--- config.mk ---
export PLATFORM = sky130hd
export DESIGN_NAME = cartridge_bank_controller
export DESIGN_NICKNAME = d
export VERILOG_FILES = /design/src/rtl/core/cbc_pkg.sv /design/src/rtl/core/cbc_decode.sv /design/src/rtl/core/cartridge_bank_controller.sv
export SDC_FILE = /design/constraint.sdc
export NUM_CORES = 1
export LEC_CHECK = 0
export BUFFER_PORTS_ARGS = -buffer_cell sky130_fd_sc_hd__buf_2
export CAP_MARGIN = 10
export CORE_MARGIN = 1.5
export CORE_UTILIZATION = 55
export CTS_CLUSTER_DIAMETER = 120
export CTS_CLUSTER_SIZE = 12
export DETAILED_ROUTE_END_ITERATION = 10
export PLACE_DENSITY = 0.8
export SYNTH_ARGS = -nofsm -noshare
export SYNTH_HDL_FRONTEND = slang
export SYNTH_SLANG_ARGS = --single-unit
--- constraint.sdc ---
create_clock -name clk -period 9.4 [get_ports clk]
set_input_delay 0.47 -clock clk [delete_from_list [all_inputs] [get_ports clk]]
set_output_delay 0.47 -clock clk [all_outputs]
set_load 0.01 [all_outputs]
--- src/rtl/core/cbc_pkg.sv ---
`default_nettype none

package cbc_pkg;

  localparam int unsigned RAM_DEPTH = 32768;
  localparam int unsigned LIMIT_W = 18;

  // cartridge kinds
  localparam logic [2:0] KIND_ROM      = 3'd0;
  localparam logic [2:0] KIND_MBC1     = 3'd1;
  localparam logic [2:0] KIND_MBC1_RAM = 3'd2;
  localparam logic [2:0] KIND_MBC3     = 3'd3;
  localparam logic [2:0] KIND_MBC3_RAM = 3'd4;

  // result targets
  localparam logic [1:0] TGT_NONE = 2'd0;
  localparam logic [1:0] TGT_ROM  = 2'd1;
  localparam logic [1:0] TGT_RAM  = 2'd2;

  // access kinds
  localparam logic ACT_READ  = 1'b0;
  localparam logic ACT_WRITE = 1'b1;

  // configuration register indexes
  localparam int unsigned CFG_INDEX_W = 1;
  localparam logic [CFG_INDEX_W-1:0] CFG_CART_KIND = 1'd0;
  localparam logic [CFG_INDEX_W-1:0] CFG_RAM_BYTES = 1'd1;

  // register window in 0x0000-0x7FFF, selected by address bits 14:13
  localparam logic [1:0] WIN_RAM_ENABLE = 2'd0;
  localparam logic [1:0] WIN_ROM_BANK   = 2'd1;
  localparam logic [1:0] WIN_UPPER_BANK = 2'd2;
  localparam logic [1:0] WIN_MODE       = 2'd3;

  typedef struct packed {
    logic        action;
    logic [15:0] bus_address;
    logic [7:0]  write_byte;
  } req_t;

  typedef struct packed {
    logic [1:0]  target;
    logic [20:0] rom_address;
    logic [14:0] ram_address;
    logic        ram_write;
    logic [7:0]  ram_data;
    logic        range_error;
    logic        ram_enabled;
  } rsp_t;

  typedef struct packed {
    logic [6:0] rom_page;
    logic [1:0] ram_page;
    logic       ram_enable;
    logic       banking_mode;
  } bank_state_t;

endpackage

`default_nettype wire

--- src/rtl/core/cbc_decode.sv ---
`default_nettype none

module cbc_decode (
  input  wire cbc_pkg::req_t        req,
  input  wire logic [2:0]           cart_kind,
  input  wire logic [15:0]          ram_bytes,
  input  wire cbc_pkg::bank_state_t state,
  output cbc_pkg::bank_state_t      state_next,
  output cbc_pkg::rsp_t             rsp
);

  logic                        mbc1;
  logic                        mbc3;
  logic                        is_write;
  logic [15:0]                 addr;
  logic [7:0]                  v;
  logic [6:0]                  bank;
  logic [cbc_pkg::LIMIT_W-1:0] limit;
  logic [cbc_pkg::LIMIT_W-1:0] depth;
  logic [14:0]                 ram_addr;
  logic                        in_ram;

  assign mbc1     = (cart_kind == cbc_pkg::KIND_MBC1) || (cart_kind == cbc_pkg::KIND_MBC1_RAM);
  assign mbc3     = (cart_kind == cbc_pkg::KIND_MBC3) || (cart_kind == cbc_pkg::KIND_MBC3_RAM);
  assign is_write = (req.action == cbc_pkg::ACT_WRITE);
  assign addr     = req.bus_address;
  assign v        = req.write_byte;
  assign depth    = cbc_pkg::LIMIT_W'(cbc_pkg::RAM_DEPTH);
  assign limit    = ({2'b00, ram_bytes} < depth) ? {2'b00, ram_bytes} : depth;
  assign ram_addr = {state.ram_page, addr[12:0]};
  assign in_ram   = (addr[15:13] == 3'b101);
  // bank zero in the switchable window selects bank 1
  assign bank     = (state.rom_page == 7'd0) ? 7'd1 : state.rom_page;

  always_comb begin
    state_next = state;
    if (!addr[15] && is_write) begin
      case (addr[14:13])
        cbc_pkg::WIN_RAM_ENABLE: begin
          if (cart_kind == cbc_pkg::KIND_MBC1_RAM || cart_kind == cbc_pkg::KIND_MBC3_RAM) begin
            state_next.ram_enable = (v[3:0] == 4'hA);
          end
        end
        cbc_pkg::WIN_ROM_BANK: begin
          if (mbc1) begin
            state_next.rom_page = {state.rom_page[6:5], v[4:0]};
          end else if (mbc3) begin
            state_next.rom_page = v[6:0];
          end
        end
        cbc_pkg::WIN_UPPER_BANK: begin
          if (mbc1) begin
            if (state.banking_mode) begin
              state_next.ram_page = v[1:0];
            end else begin
              state_next.rom_page = {v[1:0], state.rom_page[4:0]};
            end
          end else if (mbc3) begin
            // values above 3 select the clock, which is not handled
            if (v[7:2] == 6'd0) begin
              state_next.ram_page = v[1:0];
            end
          end
        end
        default: begin
          if (cart_kind == cbc_pkg::KIND_MBC1_RAM) begin
            state_next.banking_mode = v[0];
          end
        end
      endcase
    end
  end

  always_comb begin
    rsp             = '0;
    rsp.ram_enabled = state_next.ram_enable;
    if (!addr[15]) begin
      if (!is_write) begin
        rsp.target = cbc_pkg::TGT_ROM;
        if (!addr[14]) begin
          rsp.rom_address = {7'd0, addr[13:0]};
        end else begin
          rsp.rom_address = {bank, addr[13:0]};
        end
      end
    end else if (in_ram) begin
      rsp.ram_address = ram_addr;
      if ({3'b000, ram_addr} >= limit) begin
        rsp.range_error = 1'b1;
      end else begin
        rsp.target = cbc_pkg::TGT_RAM;
        if (is_write) begin
          rsp.ram_write = 1'b1;
          rsp.ram_data  = v;
        end
      end
    end
  end

endmodule

`default_nettype wire

--- src/rtl/core/cartridge_bank_controller.sv ---
`default_nettype none

// Bank controller for ROM-only, MBC1 and MBC3 cartridges. Each item is one CPU bus access;
// the block answers with one item holding the translated ROM or external RAM address, a RAM
// write strobe with data, a RAM out-of-range flag and the RAM enable. MBC1/MBC3 writes below
// 0x8000 load the bank registers. An item passes an input register and a result register, and
// one item is taken every cycle unless the output stalls; the bank registers update as an item
// moves into the result register, so the next item already sees them. The user must write
// configuration (cart kind, RAM size) only while the block is idle; the block does not enforce it.
module cartridge_bank_controller (
  input  wire logic                             clk,
  input  wire logic                             rst,
  input  wire logic                             req_valid,
  output logic                                  req_stall,
  input  wire cbc_pkg::req_t                    req,
  output logic                                  rsp_valid,
  input  wire logic                             rsp_stall,
  output cbc_pkg::rsp_t                         rsp,
  input  wire logic                             cfg_valid,
  output logic                                  cfg_ready,
  input  wire logic [cbc_pkg::CFG_INDEX_W-1:0]  cfg_index,
  input  wire logic [15:0]                      cfg_data
);

  logic                 req_q_valid;
  cbc_pkg::req_t        req_q;
  logic                 advance;
  logic [2:0]           cart_kind;
  logic [15:0]          ram_bytes;
  cbc_pkg::bank_state_t state;
  cbc_pkg::bank_state_t state_next;
  cbc_pkg::rsp_t        rsp_next;

  assign advance   = !rsp_valid || !rsp_stall;
  assign req_stall = req_q_valid && !advance;
  assign cfg_ready = 1'b1;

  cbc_decode u_decode (
    .req        (req_q),
    .cart_kind  (cart_kind),
    .ram_bytes  (ram_bytes),
    .state      (state),
    .state_next (state_next),
    .rsp        (rsp_next)
  );

  always_ff @(posedge clk) begin
    if (rst) begin
      cart_kind <= cbc_pkg::KIND_ROM;
      ram_bytes <= '0;
    end else if (cfg_valid && cfg_ready) begin
      case (cfg_index)
        cbc_pkg::CFG_CART_KIND: cart_kind <= cfg_data[2:0];
        cbc_pkg::CFG_RAM_BYTES: ram_bytes <= cfg_data;
        default: ;
      endcase
    end
  end

  // input register: take an item whenever the stage is free or drains this cycle
  always_ff @(posedge clk) begin
    if (rst) begin
      req_q_valid <= 1'b0;
    end else if (!req_stall) begin
      req_q_valid <= req_valid;
    end
  end

  always_ff @(posedge clk) begin
    if (!req_stall && req_valid) begin
      req_q <= req;
    end
  end

  // result register and bank state advance together
  always_ff @(posedge clk) begin
    if (rst) begin
      rsp_valid <= 1'b0;
      state     <= '0;
    end else if (advance) begin
      rsp_valid <= req_q_valid;
      if (req_q_valid) begin
        state <= state_next;
      end
    end
  end

  always_ff @(posedge clk) begin
    if (advance && req_q_valid) begin
      rsp <= rsp_next;
    end
  end

endmodule

`default_nettype wire
---- Yosys cells after proc, flatten, opt, wreduce, memory -nomap -nowiden ----
Cells that the tools add are included.
storage, ports and cells
  memories kept ........................... 0
  word-level logic and storage cells ...... 99
  bits in latches ......................... 0
  memory bits (writable) .................. 0
  flip-flop bits (word level) ............. 106
  memory bits (read-only) ................. 0
  output and inout port bits .............. 52
  input port bits ......................... 47
operators by class
  add/sub/neg operators ................... 0
  multiply operators ...................... 0
  bitwise logic cells ..................... 7
  mux-type cells .......................... 23
  reduce and logical (&&, ||, !) cells .... 33
  magnitude comparators ................... 2
  divide/modulo/power cells ............... 0
  shifts and indexed selects .............. 0
  equal/unequal tests ..................... 13
operators by type and width
  cell                  number
  $mux 7                5
  $mux 22               1
  $mux 21               1
  $ge 15x16->1          1
  $lt 16x16->1 const B  1
  $mux 16               1
  $mux 2                8
  $pmux 7 s2            1
  $mux 9                1
  $reduce_or 3->1       3
  $reduce_and 2->1      4
  $reduce_and 8->1      1
  $reduce_or 4->1       2
  $logic_not 7->1       1
  $not 1->1             7
  $reduce_and 7->1      1
  $eq 3x2->1 const B    2
  $eq 3x3->1 const B    2
  $logic_not 6->1       1
  $ne 2x2->1 const B    3
  $reduce_and 6->1      1
  $reduce_bool 2->1     3
  $logic_not 1->1       5
  $mux 1                5
  10 further kinds      17

---- Logic depth before layout (Yosys ltp) ----
Gate-level depths: netlist (run 1).
  depth after elaboration ................. 6
  mapped depth ............................ 8
  mapped depth without buffers ............ 7

---- By module ----
Synthesis (run 1) repeated with hierarchy kept, for this count alone.
second synthesis, totals
  cell total of the unflattened synthesis .. 395
  area, all modules ....................... 4678.2 um^2
modules (own cells, without submodules)
  module                     seq. area each (um^2)  times used  cells an instance  area each (um^2)
  cartridge_bank_controller  2862.7                 1           214                3370.7
  cbc_decode                 0.0                    1           181                1307.5

---- Worst setup path after synthesis (run 1) ----
OpenSTA, ideal clock, no wires.
  kind .................................... input to register
  start ................................... input port rsp_stall
  end ..................................... register, netlist name state[4]
  setup time .............................. 0.128 ns
  required time ........................... 9.272 ns
  arrival ................................. 2.908 ns
  slack ................................... 6.364 ns
  stages on the path ...................... 7
  path buffers ............................ 2
  cell sequence ........................... a21boi_2 -> and3b_1 -> clkbuf_1 -> o211a_1 -> buf_2 -> mux2i_1 -> nor2_1
on the way
  longest elaborated chain between the ends .. 3
ends and longest elaborated chain
  item                               line                             RTL
  from (decl)                        cartridge_bank_controller.sv:17  input wire logic rsp_stall,
  $logic_not 1->1                    cartridge_bank_controller.sv:34  assign advance = !rsp_valid || !rsp_stall;
  $logic_or 1x1->1                   cartridge_bank_controller.sv:34
  $reduce_and 6->1 (no source line)  n/a
Every way passes these cells.
A chain may end at the register's enable or synchronous reset.

---- Worst setup path in the final report (run 1) ----
  start ................................... register ram_bytes[15]
  end ..................................... register rsp[3] (netlist name), data pin
on the way
  longest elaborated chain between the ends .. 4
ends and longest elaborated chain
  item                                  line                             RTL
  from (decl)                           cartridge_bank_controller.sv:29  logic [15:0] ram_bytes;
  from (signal assigned)                cartridge_bank_controller.sv:54  cbc_pkg::CFG_RAM_BYTES: ram_bytes <= cfg_data;
  $lt 16x16->1                          cbc_decode.sv:29                 assign limit = ({2'b00, ram_bytes} < depth) ? {2'b00, ram_bytes} : depth;
  $mux 16 (*)                           cbc_decode.sv:29
  $ge 15x16->1 (*)                      cbc_decode.sv:88                 if ({3'b000, ram_addr} >= limit) begin
  $reduce_or 4->1 (no source line) (*)  n/a
  to (signal assigned)                  cartridge_bank_controller.sv:90  rsp <= rsp_next;
  to (decl)                             cartridge_bank_controller.sv:18  output cbc_pkg::rsp_t rsp,
Every way passes the cells marked *; elsewhere a longest branch is shown, timed or not.

==> results of run 1 <==
-- cell usage in the layout (no fill, tap or decap), types with 2 or more instances in the layout --
master | Yosys | layout
inv_8 | 0 | 2
o211a_1 | 2 | 2
and3_1 | 21 | 21
nand2_1 | 48 | 48
nand3_1 | 10 | 10
nor3_1 | 4 | 4
a21oi_1 | 23 | 23
nand2b_1 | 22 | 22
nor2_1 | 32 | 32
o21ai_0 | 3 | 3
and2_1 | 16 | 16
nor2b_1 | 7 | 6
edfxtp_1 | 74 | 74
clkinvlp_4 | 0 | 2
buf_4 | 1 | 2
a21o_1 | 2 | 2
mux2i_1 | 13 | 13
a211oi_1 | 2 | 2
dfxtp_1 | 32 | 32
nand4b_1 | 2 | 2
a31oi_1 | 4 | 4
clkbuf_8 | 0 | 9
buf_2 | 2 | 97
ha_1 | 15 | 15
-- state kept, by name, indices dropped and copies added, names as in the netlist --
signal       flops
cart_kind        3
ram_bytes       16
req_q           25
req_q_valid      1
rsp             49
rsp_valid        1
state           11
-- metrics by stage --
step           utilization [%]  worst slack [ns]  instances
2_1_floorplan                -              6.36        372
3_3_place_gp              63.9              7.09        550
3_5_place_dp              63.9              6.97        550
4_1_cts                   66.6              7.05        566
5_1_grt                   66.6              6.74        566
6_report                  66.6              7.04        566
-- cell type report --
class	instances	area, um2
timing repair buffer	99	500
clock inverter	7	85.1
multi-input combinational	242	1470
clock buffer	9	124
sequential	106	2860
inverter	1	3.75
tap	102	128
fill	603	2590
-- worst max-delay path by stage --
stage	startpoint	end	cells after the start
global placement	rsp_stall	state[8]	7
global route	ram_bytes[15]	rsp[9]	7
floorplan	rsp_stall	state[4]	7
CTS	ram_bytes[15]	rsp[8]	7
detailed placement	rsp_stall	state[7]	7
finish	ram_bytes[15]	rsp[3]	7
-- layer usage --
metal  GRT usage (%)  part of all wire [%]  vias up
met4            9.09                   1.6        0
met3            2.71                   6.9        9
li1                -                     -     1489
met5               0                     0        -
met1            29.2                    45     1363
met2            30.8                    47       98
-- power breakdown --
part	total (mW)	internal [mW]	switching, mW
logic	0.0746	0.0318	0.0428
clock network	0.287	0.128	0.158
registers	0.536	0.522	0.0147
-- cell families after synthesis --
logic type | synth area share [%]
XOR/XNOR | 0.198
multiplexers | 3.20
adder cells (fa/ha/maj) | 4.25
buffers and inverters | 2.18
flip-flops | 64.8
other | 0.0848
AO/OA/AOI/OAI | 6.31
AND/OR/NAND/NOR | 19.0
==> reports/metrics.cfg, run 1 <==
[run_status]
status = finished clean

[finish]
area_growth_pct = 17.1
n_antenna_cell = 0
finalInstanceArea_mm2 = 0.00517
drive_gt1_share_pct = 25.6
fin_nets = 521

[worst_setup_path]
crit_chain = nand2b_1, ha_1, nor2b_1, o211a_1, o311ai_1, nand3_1, nor2_1
cp_max_fo = 18
critPathLaunchType = flip-flop
worstReg2RegStart = ram_bytes[15]
cp_top_family = simple AND/OR/NAND/NOR gates
crit_path_end_kind = flip-flop
rr_worst_depth = 7
required_ns = 9.62
rrSetupSlack_ns = 7.04
crit_slowest_cell = dfxtp_1
crit_buf_inv = 0
slowest_delay_ns = 0.56
r2r_end = rsp[3]
path_class = reg -> reg
cp_data_arrival_time_ns = 2.58

[sta]
whs_ns = 0.273
period_share_pct = 25.1
finalMaxSlewViolations = 0
rsz0062_at_grt = no
hold_viol = 0
fin_skew_ns = 0.0109
setup_tns_ns = 0
slew_headroom_pct = 27.8
fmax_mhz = 423
finalSetupViolations = 0
worst_pin_slew_ns = 1.08
post-route-min-period_ns = 2.36

[global_routing]
grt_pass1_wl_um = 13200
globalRouteOverflowTotal = 0
grt_pass1_vias = 2653
antenna_found_initial = 0
grt_max_degree = 52
track_usage_pct = 20.2

[hold_path]
hold_depth = 1
hold_end = req_q[20]
min_path_type = in -> reg
hold_start = req[20]

[routing]
dr.first_iter.drc_count = 171
ant_nets = 0
vias = 2959
route.detailed.wl_per_inst_um = 14.3
vias_per_cell = 5.23
drcViolationCount = 0
dr.pass1.iters = 4
wirelength_um = 8120

[cts]
ctsResizeCount = 0
postCtsSetupRepairBufs = 0
cts_inserted_buffers = 9
root_buffer = clkbuf_8
cts-htree-levels = 3
cts_sinks = 106
cts_tree = built
clock_latency_ns = 0.36
holdBufCountCts = 0
clk_pin_slew_worst_paths_ns = 0.10
clk_path_buf_depth = 2

[synth]
synth_common_cells = 74 x edfxtp_1, 48 x nand2_1, 32 x dfxtp_1, 32 x nor2_1, 23 x a21oi_1
ys_async_sr_fraction_pct = 0
yosys.area.top_type_share_pct = 50.3
yosysMostFrequentCell = edfxtp_1
syn_area_mm2 = 0.00442
synth_cell_types = 40
syn_area_per_cell_um2 = 11.9
netlist.top_cell.by_area = edfxtp_1
synth_ff_type = edfxtp_1
syn_inst = 372
synth.area.top_cells = edfxtp_1 50%, dfxtp_1 14%, ha_1 4.2%
syn_nets = 434
ys_ff_latch = 106
yosys_warnings = 0
synth-edff-count = 74
yosysSeqAreaShare_pct = 64.8

[placed_design]
hpwl_um = 5930
portBuffers = 97
placedInstanceArea_mm2 = 0.00497
gp_congestion = 0.865

[flow_run]
drv_cap = 0

[floorplanning]
core_mm2 = 0.00777
rows = 32
die_h_um = 92.7
ios = 99
die_area_mm2 = 0.00858
initial_utilization_pct = 56.9
die_w_um = 92.7

[power]
pwr_density_cell_mw_per_mm2 = 173
design_power_total_mw = 0.897
p_leak_nw = 2.07
vdd_ir_drop_max_mv = 0.0920

No activity file was read; power rests on OpenSTA's default activity.
==> run 2: changes to the inputs <==
Settings changed: CORE_UTILIZATION 55 to 48, PLACE_DENSITY 0.8 to 0.74.
Clock period 9.4 ns to 1.9 ns, I/O delays scaled along.
==> reports/metrics.cfg, run 2 (synthesis results as in run 1) <==
[run_status]
status = complete, but fails checks  ; was finished clean
violations = DRC, setup timing

[placed_design]
dpl.cell_count = 570  ; was 550
portBuffers = 97  ; unchanged
gp_congestion = 0.863  ; was 0.865
hpwl_um = 6720  ; was 5930 um

[worst_setup_path]
crit_buf_inv = 1  ; was 0
slowest_delay_ns = 0.38  ; was 0.56 ns
crit_chain = buf_6, nand2b_1, ha_1, nand2_2, nor3_4, o311ai_4, nand3_2, nor2_1  ; was nand2b_1, ha_1, nor2b_1, o211a_1, o311ai_1, nand3_1, nor2_1
crit_path_end_kind = flip-flop  ; unchanged
path_class = reg -> reg  ; unchanged
cp_max_fo = 8  ; was 18
crit_slowest_cell = dfxtp_4  ; was dfxtp_1
critPathLaunchType = flip-flop  ; unchanged
cp_data_arrival_time_ns = 2.09  ; was 2.58 ns
required_ns = 2.03  ; was 9.62 ns
cp_top_family = simple AND/OR/NAND/NOR gates  ; unchanged

[global_routing]
grt_pass1_wl_um = 15600  ; was 13200 um
antenna_found_initial = 0  ; unchanged
track_usage_pct = 20.5  ; was 20.2%
globalRouteOverflowTotal = 0  ; unchanged
grt_max_degree = 51  ; was 52
grt_pass1_vias = 3247  ; was 2653

[cts]
cts_tree = built  ; unchanged
clk_pin_slew_worst_paths_ns = 0.10  ; about the same
clk_path_buf_depth = 2  ; unchanged
clock_latency_ns = 0.37  ; was 0.36 ns
cts_sinks = 106  ; unchanged
cts-htree-levels = 3  ; unchanged
cts_inserted_buffers = 9  ; unchanged
root_buffer = clkbuf_8  ; unchanged

[finish]
area_growth_pct = 35.5  ; was 17.1%
fin_util_pct = 68.0  ; was 66.6%
top_register = rsp  ; unchanged
fillCellCount = 648  ; was 603
final_common_cell = buf_2  ; unchanged
fin_cells = 633  ; was 566
mostFrequentLayoutCells = 97 x buf_2, 74 x edfxtp_1, 45 x nand2_1  ; was 97 x buf_2, 74 x edfxtp_1, 48 x nand2_1
drive_gt1_share_pct = 31.6  ; was 25.6%
largest_reg_flops = 49  ; unchanged
largestRegisters = rsp (49), req_q (25), ram_bytes (16)  ; unchanged
fin_nets = 582  ; was 521
n_antenna_cell = 0  ; unchanged

[floorplanning]
die_h_um = 99.0  ; was 92.7 um
ios = 99  ; unchanged
initial_utilization_pct = 50.2  ; was 56.9%
core_mm2 = 0.00881  ; was 0.00777 mm2
rows = 34  ; was 32
die_area_mm2 = 0.00979  ; was 0.00858 mm2
die_w_um = 99.0  ; was 92.7 um

[flow_run]
drv_cap = 0  ; unchanged

[sta]
slew_headroom_pct = 58.2  ; was 27.8%
worst_pin_slew_ns = 0.626  ; was 1.08 ns
fmax_mhz = 510  ; was 423 MHz
setup_ws_ns = -0.0617  ; was 7.04 ns
post-route-min-period_ns = 1.96  ; was 2.36 ns
period_share_pct = 103  ; was 25.1%
finalSetupViolations = 10  ; was 0
fin_skew_ns = 0.0121  ; was 0.0109 ns
rsz0062_at_grt = yes  ; was no
finalMaxSlewViolations = 0  ; unchanged
hold_viol = 0  ; unchanged

[routing]
dr.pass1.iters = 8  ; was 4
vias = 3343  ; was 2959
ant_nets = 0  ; unchanged
route.detailed.wl_per_inst_um = 16.5  ; was 14.3 um
vias_per_cell = 5.28  ; was 5.23
wirelength_um = 10500  ; was 8120 um
drcViolationCount = 8  ; was 0
dr.first_iter.drc_count = 174  ; was 171

[power]
design_power_total_mw = 4.62  ; was 0.897 mW
vdd_ir_drop_max_mv = 0.384  ; was 0.0920 mV
pwr_density_cell_mw_per_mm2 = 771  ; was 173 mW/mm2
p_leak_nw = 2.37  ; was 2.07 nW

[hold_path]
min_path_type = in -> reg  ; unchanged

run 2: changes by cell type in the layout (fill, tap and decap cells not counted), sizes merged:
cell and change:
buf +18, clkbuf +1, clkinv +1, dlygate4sd3 +42, inv -2, nand3 +1
run 2: final timing paths:
path,startpoint,to,slack (ns),cells after the start
max reg2reg,ram_bytes[15],rsp[4],-0.06,8
max,ram_bytes[15],rsp[4],-0.06,8
min reg2reg,ram_bytes[8],ram_bytes[8],0.47,2
min,rsp_stall,rsp_valid,0.03,3
run 2: cell type report:
cell class | instances | area (um2) | area share [%]
clock inverters | 6 | 66.3 | 1.11
flip-flops and latches | 106 | 2870 | 47.9
inverters | 1 | 3.75 | 0.0627
multi-input cells | 243 | 1720 | 28.7
clock buffers | 10 | 128 | 2.13
well taps | 108 | 135 | 2.26
repair buffers | 159 | 1070 | 17.9
run 2: worst reg2reg max path, delay by kind of cell, from the launching register on:
| family | cells | cell delay [ns] |
|---|---|---|
| adder cells (fa/ha/maj) | 1 | 0.30 |
| buffers and inverters | 1 | 0.13 |
| AND/OR/NAND/NOR | 5 | 0.74 |
| AO/OA/AOI/OAI | 1 | 0.19 |
| flip-flops | 1 | 0.38 |
run 2: timing repair:
item,in CTS,in global routing
gates cloned,0,1
buffers inserted,0,3
hold buffers,42,0
endpoints found under the hold margin,45,0
pin swaps,2,5
gates resized for setup,5,31
setup endpoints to repair,10,13
run 2: power breakdown:
| group | switching (mW) | internal, mW |
|---|---|---|
| clock | 0.782 | 0.614 |
| sequential | 0.0657 | 2.58 |
| combinational | 0.295 | 0.282 |
run 2: per-stage QoR:
stage / TNS [ns] / setup slack (ns) / hold WS (ns) / cell area, um2
after CTS: 0 / 0.00112 / 0.0258 / 5750
after detailed placement: -1.25 / -0.134 / 0.274 / 5110
after global placement: -0.435 / -0.0452 / 0.272 / 5110
after floorplan: -2.64 / -0.370 / 0.194 / 4460
final: -0.537 / -0.0617 / 0.0333 / 5990
after global routing: -1.45 / -0.141 / 0.0403 / 5990
run 2: per-layer routing:
metal / wire [um] / track usage [%] / vias to the layer above
li1: - / - / 1619
met1: 4620 / 26.7 / 1609
met2: 5150 / 34.1 / 97
met3: 438 / 3.48 / 18
met4: 258 / 8.90 / 0
met5: 0 / 0 / -
==> run 3: changes to the inputs <==
Settings changed: RECOVER_POWER from default to 50.
==> reports/metrics.cfg, run 3 (synthesis results as in run 1) <==
[finish]
top_register = rsp  ; unchanged
largest_reg_flops = 49  ; unchanged
largestRegisters = rsp (49), req_q (25), ram_bytes (16)  ; unchanged
fillCellCount = 688  ; was 648
drive_gt1_share_pct = 20.2  ; was 31.6%
area_growth_pct = 33.1  ; was 35.5%
fin_util_pct = 66.8  ; was 68.0%
fin_nets = 582  ; unchanged
final_common_cell = edfxtp_1  ; was buf_2
mostFrequentLayoutCells = 74 x edfxtp_1, 59 x clkbuf_1, 45 x nand2_1  ; was 97 x buf_2, 74 x edfxtp_1, 45 x nand2_1
n_antenna_cell = 0  ; unchanged

[floorplanning]
die_h_um = 99.0  ; unchanged
rows = 34  ; unchanged
ios = 99  ; unchanged
die_w_um = 99.0  ; unchanged
core_mm2 = 0.00881  ; unchanged
die_area_mm2 = 0.00979  ; unchanged
initial_utilization_pct = 50.2  ; unchanged

[cts]
cts_tree = built  ; unchanged
clock_latency_ns = 0.36  ; was 0.37 ns
cts-htree-levels = 3  ; unchanged
root_buffer = clkbuf_8  ; unchanged
cts_sinks = 106  ; unchanged
clk_path_buf_depth = 2  ; unchanged
cts_inserted_buffers = 9  ; unchanged
clk_pin_slew_worst_paths_ns = 0.10  ; about the same

[routing]
route.detailed.wl_per_inst_um = 16.5  ; about the same
drcViolationCount = 8  ; unchanged
vias = 3308  ; was 3343
dr.pass1.iters = 8  ; unchanged
dr.first_iter.drc_count = 147  ; was 174
wirelength_um = 10500  ; about the same
vias_per_cell = 5.23  ; was 5.28
ant_nets = 0  ; unchanged

[worst_setup_path]
slowest_delay_ns = 0.49  ; was 0.38 ns
path_class = reg -> reg  ; unchanged
critPathLaunchType = flip-flop  ; unchanged
cp_data_arrival_time_ns = 2.19  ; was 2.09 ns
cp_top_family = compound AO/OA/AOI/OAI gates  ; was simple AND/OR/NAND/NOR gates
crit_chain = ha_4, nor2b_4, o211a_1, o311ai_4, nand3_2, nor2_1  ; was buf_6, nand2b_1, ha_1, nand2_2, nor3_4, o311ai_4, nand3_2, nor2_1
crit_slowest_cell = edfxtp_1  ; was dfxtp_4
crit_buf_inv = 0  ; was 1
cp_max_fo = 5  ; was 8
crit_path_end_kind = flip-flop  ; unchanged
required_ns = 2.13  ; was 2.03 ns

[sta]
whs_ns = -0.00206  ; was 0.0333 ns
fin_skew_ns = 0.0104  ; was 0.0121 ns
setup_ws_ns = -0.0608  ; was -0.0617 ns
rsz0062_at_grt = yes  ; unchanged
worst_pin_slew_ns = 0.763  ; was 0.626 ns
fmax_mhz = 510  ; about the same
slew_headroom_pct = 49.1  ; was 58.2%
finalMaxSlewViolations = 0  ; unchanged
post-route-min-period_ns = 1.96  ; about the same
hold_viol = 1  ; was 0
finalSetupViolations = 10  ; unchanged
period_share_pct = 103  ; about the same

[global_routing]
track_usage_pct = 20.5  ; unchanged
globalRouteOverflowTotal = 0  ; unchanged
grt_pass1_vias = 3247  ; unchanged
grt_max_degree = 51  ; unchanged
grtUsageMet1_pct = 26.7  ; unchanged
antenna_found_initial = 0  ; unchanged
grt_pass1_wl_um = 15600  ; unchanged
top_usage_layer = met2  ; unchanged
grt_use_met2_pct = 34.1  ; unchanged
use_met3_pct = 3.48  ; unchanged

[power]
power_frac_comb_pct = 12.0  ; was 12.5%
vdd_ir_drop_max_mv = 0.383  ; was 0.384 mV
intPower_mw = 3.45  ; was 3.47 mW
switchingPower_mw = 1.14  ; about the same
p_sw_share_pct = 24.8  ; was 24.7%
power_frac_seq_pct = 57.7  ; was 57.3%
p_leak_nw = 2.20  ; was 2.37 nW
p_clk_share_pct = 30.3  ; was 30.2%
pwr_density_cell_mw_per_mm2 = 780  ; was 771 mW/mm2

[hold_path]
min_path_type = in -> reg  ; unchanged

[run_status]
status = complete, but fails checks  ; unchanged
violations = DRC, hold timing, setup timing  ; was DRC, setup timing

[placed_design]
portBuffers = 97  ; unchanged
hpwl_um = 6720  ; unchanged
place_ws_ns = -0.134  ; unchanged
gp_congestion = 0.863  ; unchanged

[flow_run]
drv_cap = 0  ; unchanged

run 3: changes by cell type in the layout (fill, tap and decap cells not counted):
cell,delta
buf_4,-3
a21boi_0,+1
and2_1,-1
a21boi_4,-1
buf_12,-1
buf_2,-55
clkbuf_1,+58
and2_0,+1
dfxtp_1,+1
clkbuf_4,+1
dfxtp_2,-1
run 3: final timing paths:
| path | slack (ns) | depth (start not counted) | start | endpoint |
|---|---|---|---|---|
| max reg2reg | -0.06 | 6 | req_q[9] | rsp[4] |
| max | -0.06 | 6 | req_q[9] | rsp[4] |
| min | -0.002 | 3 | rsp_stall | rsp_valid |
| min reg2reg | 0.47 | 2 | ram_bytes[8] | ram_bytes[8] |
run 3: what timing repair did:
action / 4_1_cts / 5_1_grt
endpoints found under the setup margin: 10 / 13
gates cloned: 0 / 1
resized for setup: 5 / 31
hold buffers: 42 / 0
endpoints found under the hold margin: 45 / 0
buffers inserted: 0 / 3
pin swaps: 2 / 5
run 3: through the flow:
step	power, mW	std cells	area, um2	setup TNS (ns)
finish	4.59	633	5880	-0.519
global route	4.74	633	5880	-1.45
CTS	4.54	628	5750	0
global placement	3.10	570	5110	-0.435
detailed placement	3.12	570	5110	-1.25
floorplan	2.92	372	4460	-2.64
run 3: metal layers:
| metal | up-vias | part of all wire [%] |
|---|---|---|
| met5 | - | 0 |
| met4 | 0 | 2.3 |
| met3 | 15 | 4.2 |
| met2 | 90 | 49 |
| met1 | 1583 | 45 |
| li1 | 1620 | - |
run 3: power groups by stage:
stage	Clock [mW]	Combinational (mW)	Sequential, mW
finish	1.39	0.552	2.65
global route	1.48	0.599	2.66
CTS	1.40	0.500	2.64
detailed placement	0	0.423	2.70
global placement	0	0.406	2.69
floorplan	0	0.221	2.70
run 3: cell type report:
type | count | area [um2] | share of cell area, %
multi-input combinational | 243 | 1710 | 29.0
clock inverter | 6 | 66.3 | 1.13
timing repair buffer | 159 | 980 | 16.6
inverter | 1 | 3.75 | 0.0638
sequential | 106 | 2870 | 48.7
clock buffer | 10 | 128 | 2.17
tap | 108 | 135 | 2.30
run 3: worst min-delay path, stage by stage:
cell and delay (ns):
buf_2 0.10, a21oi_1 0.06, nor2_1 0.07
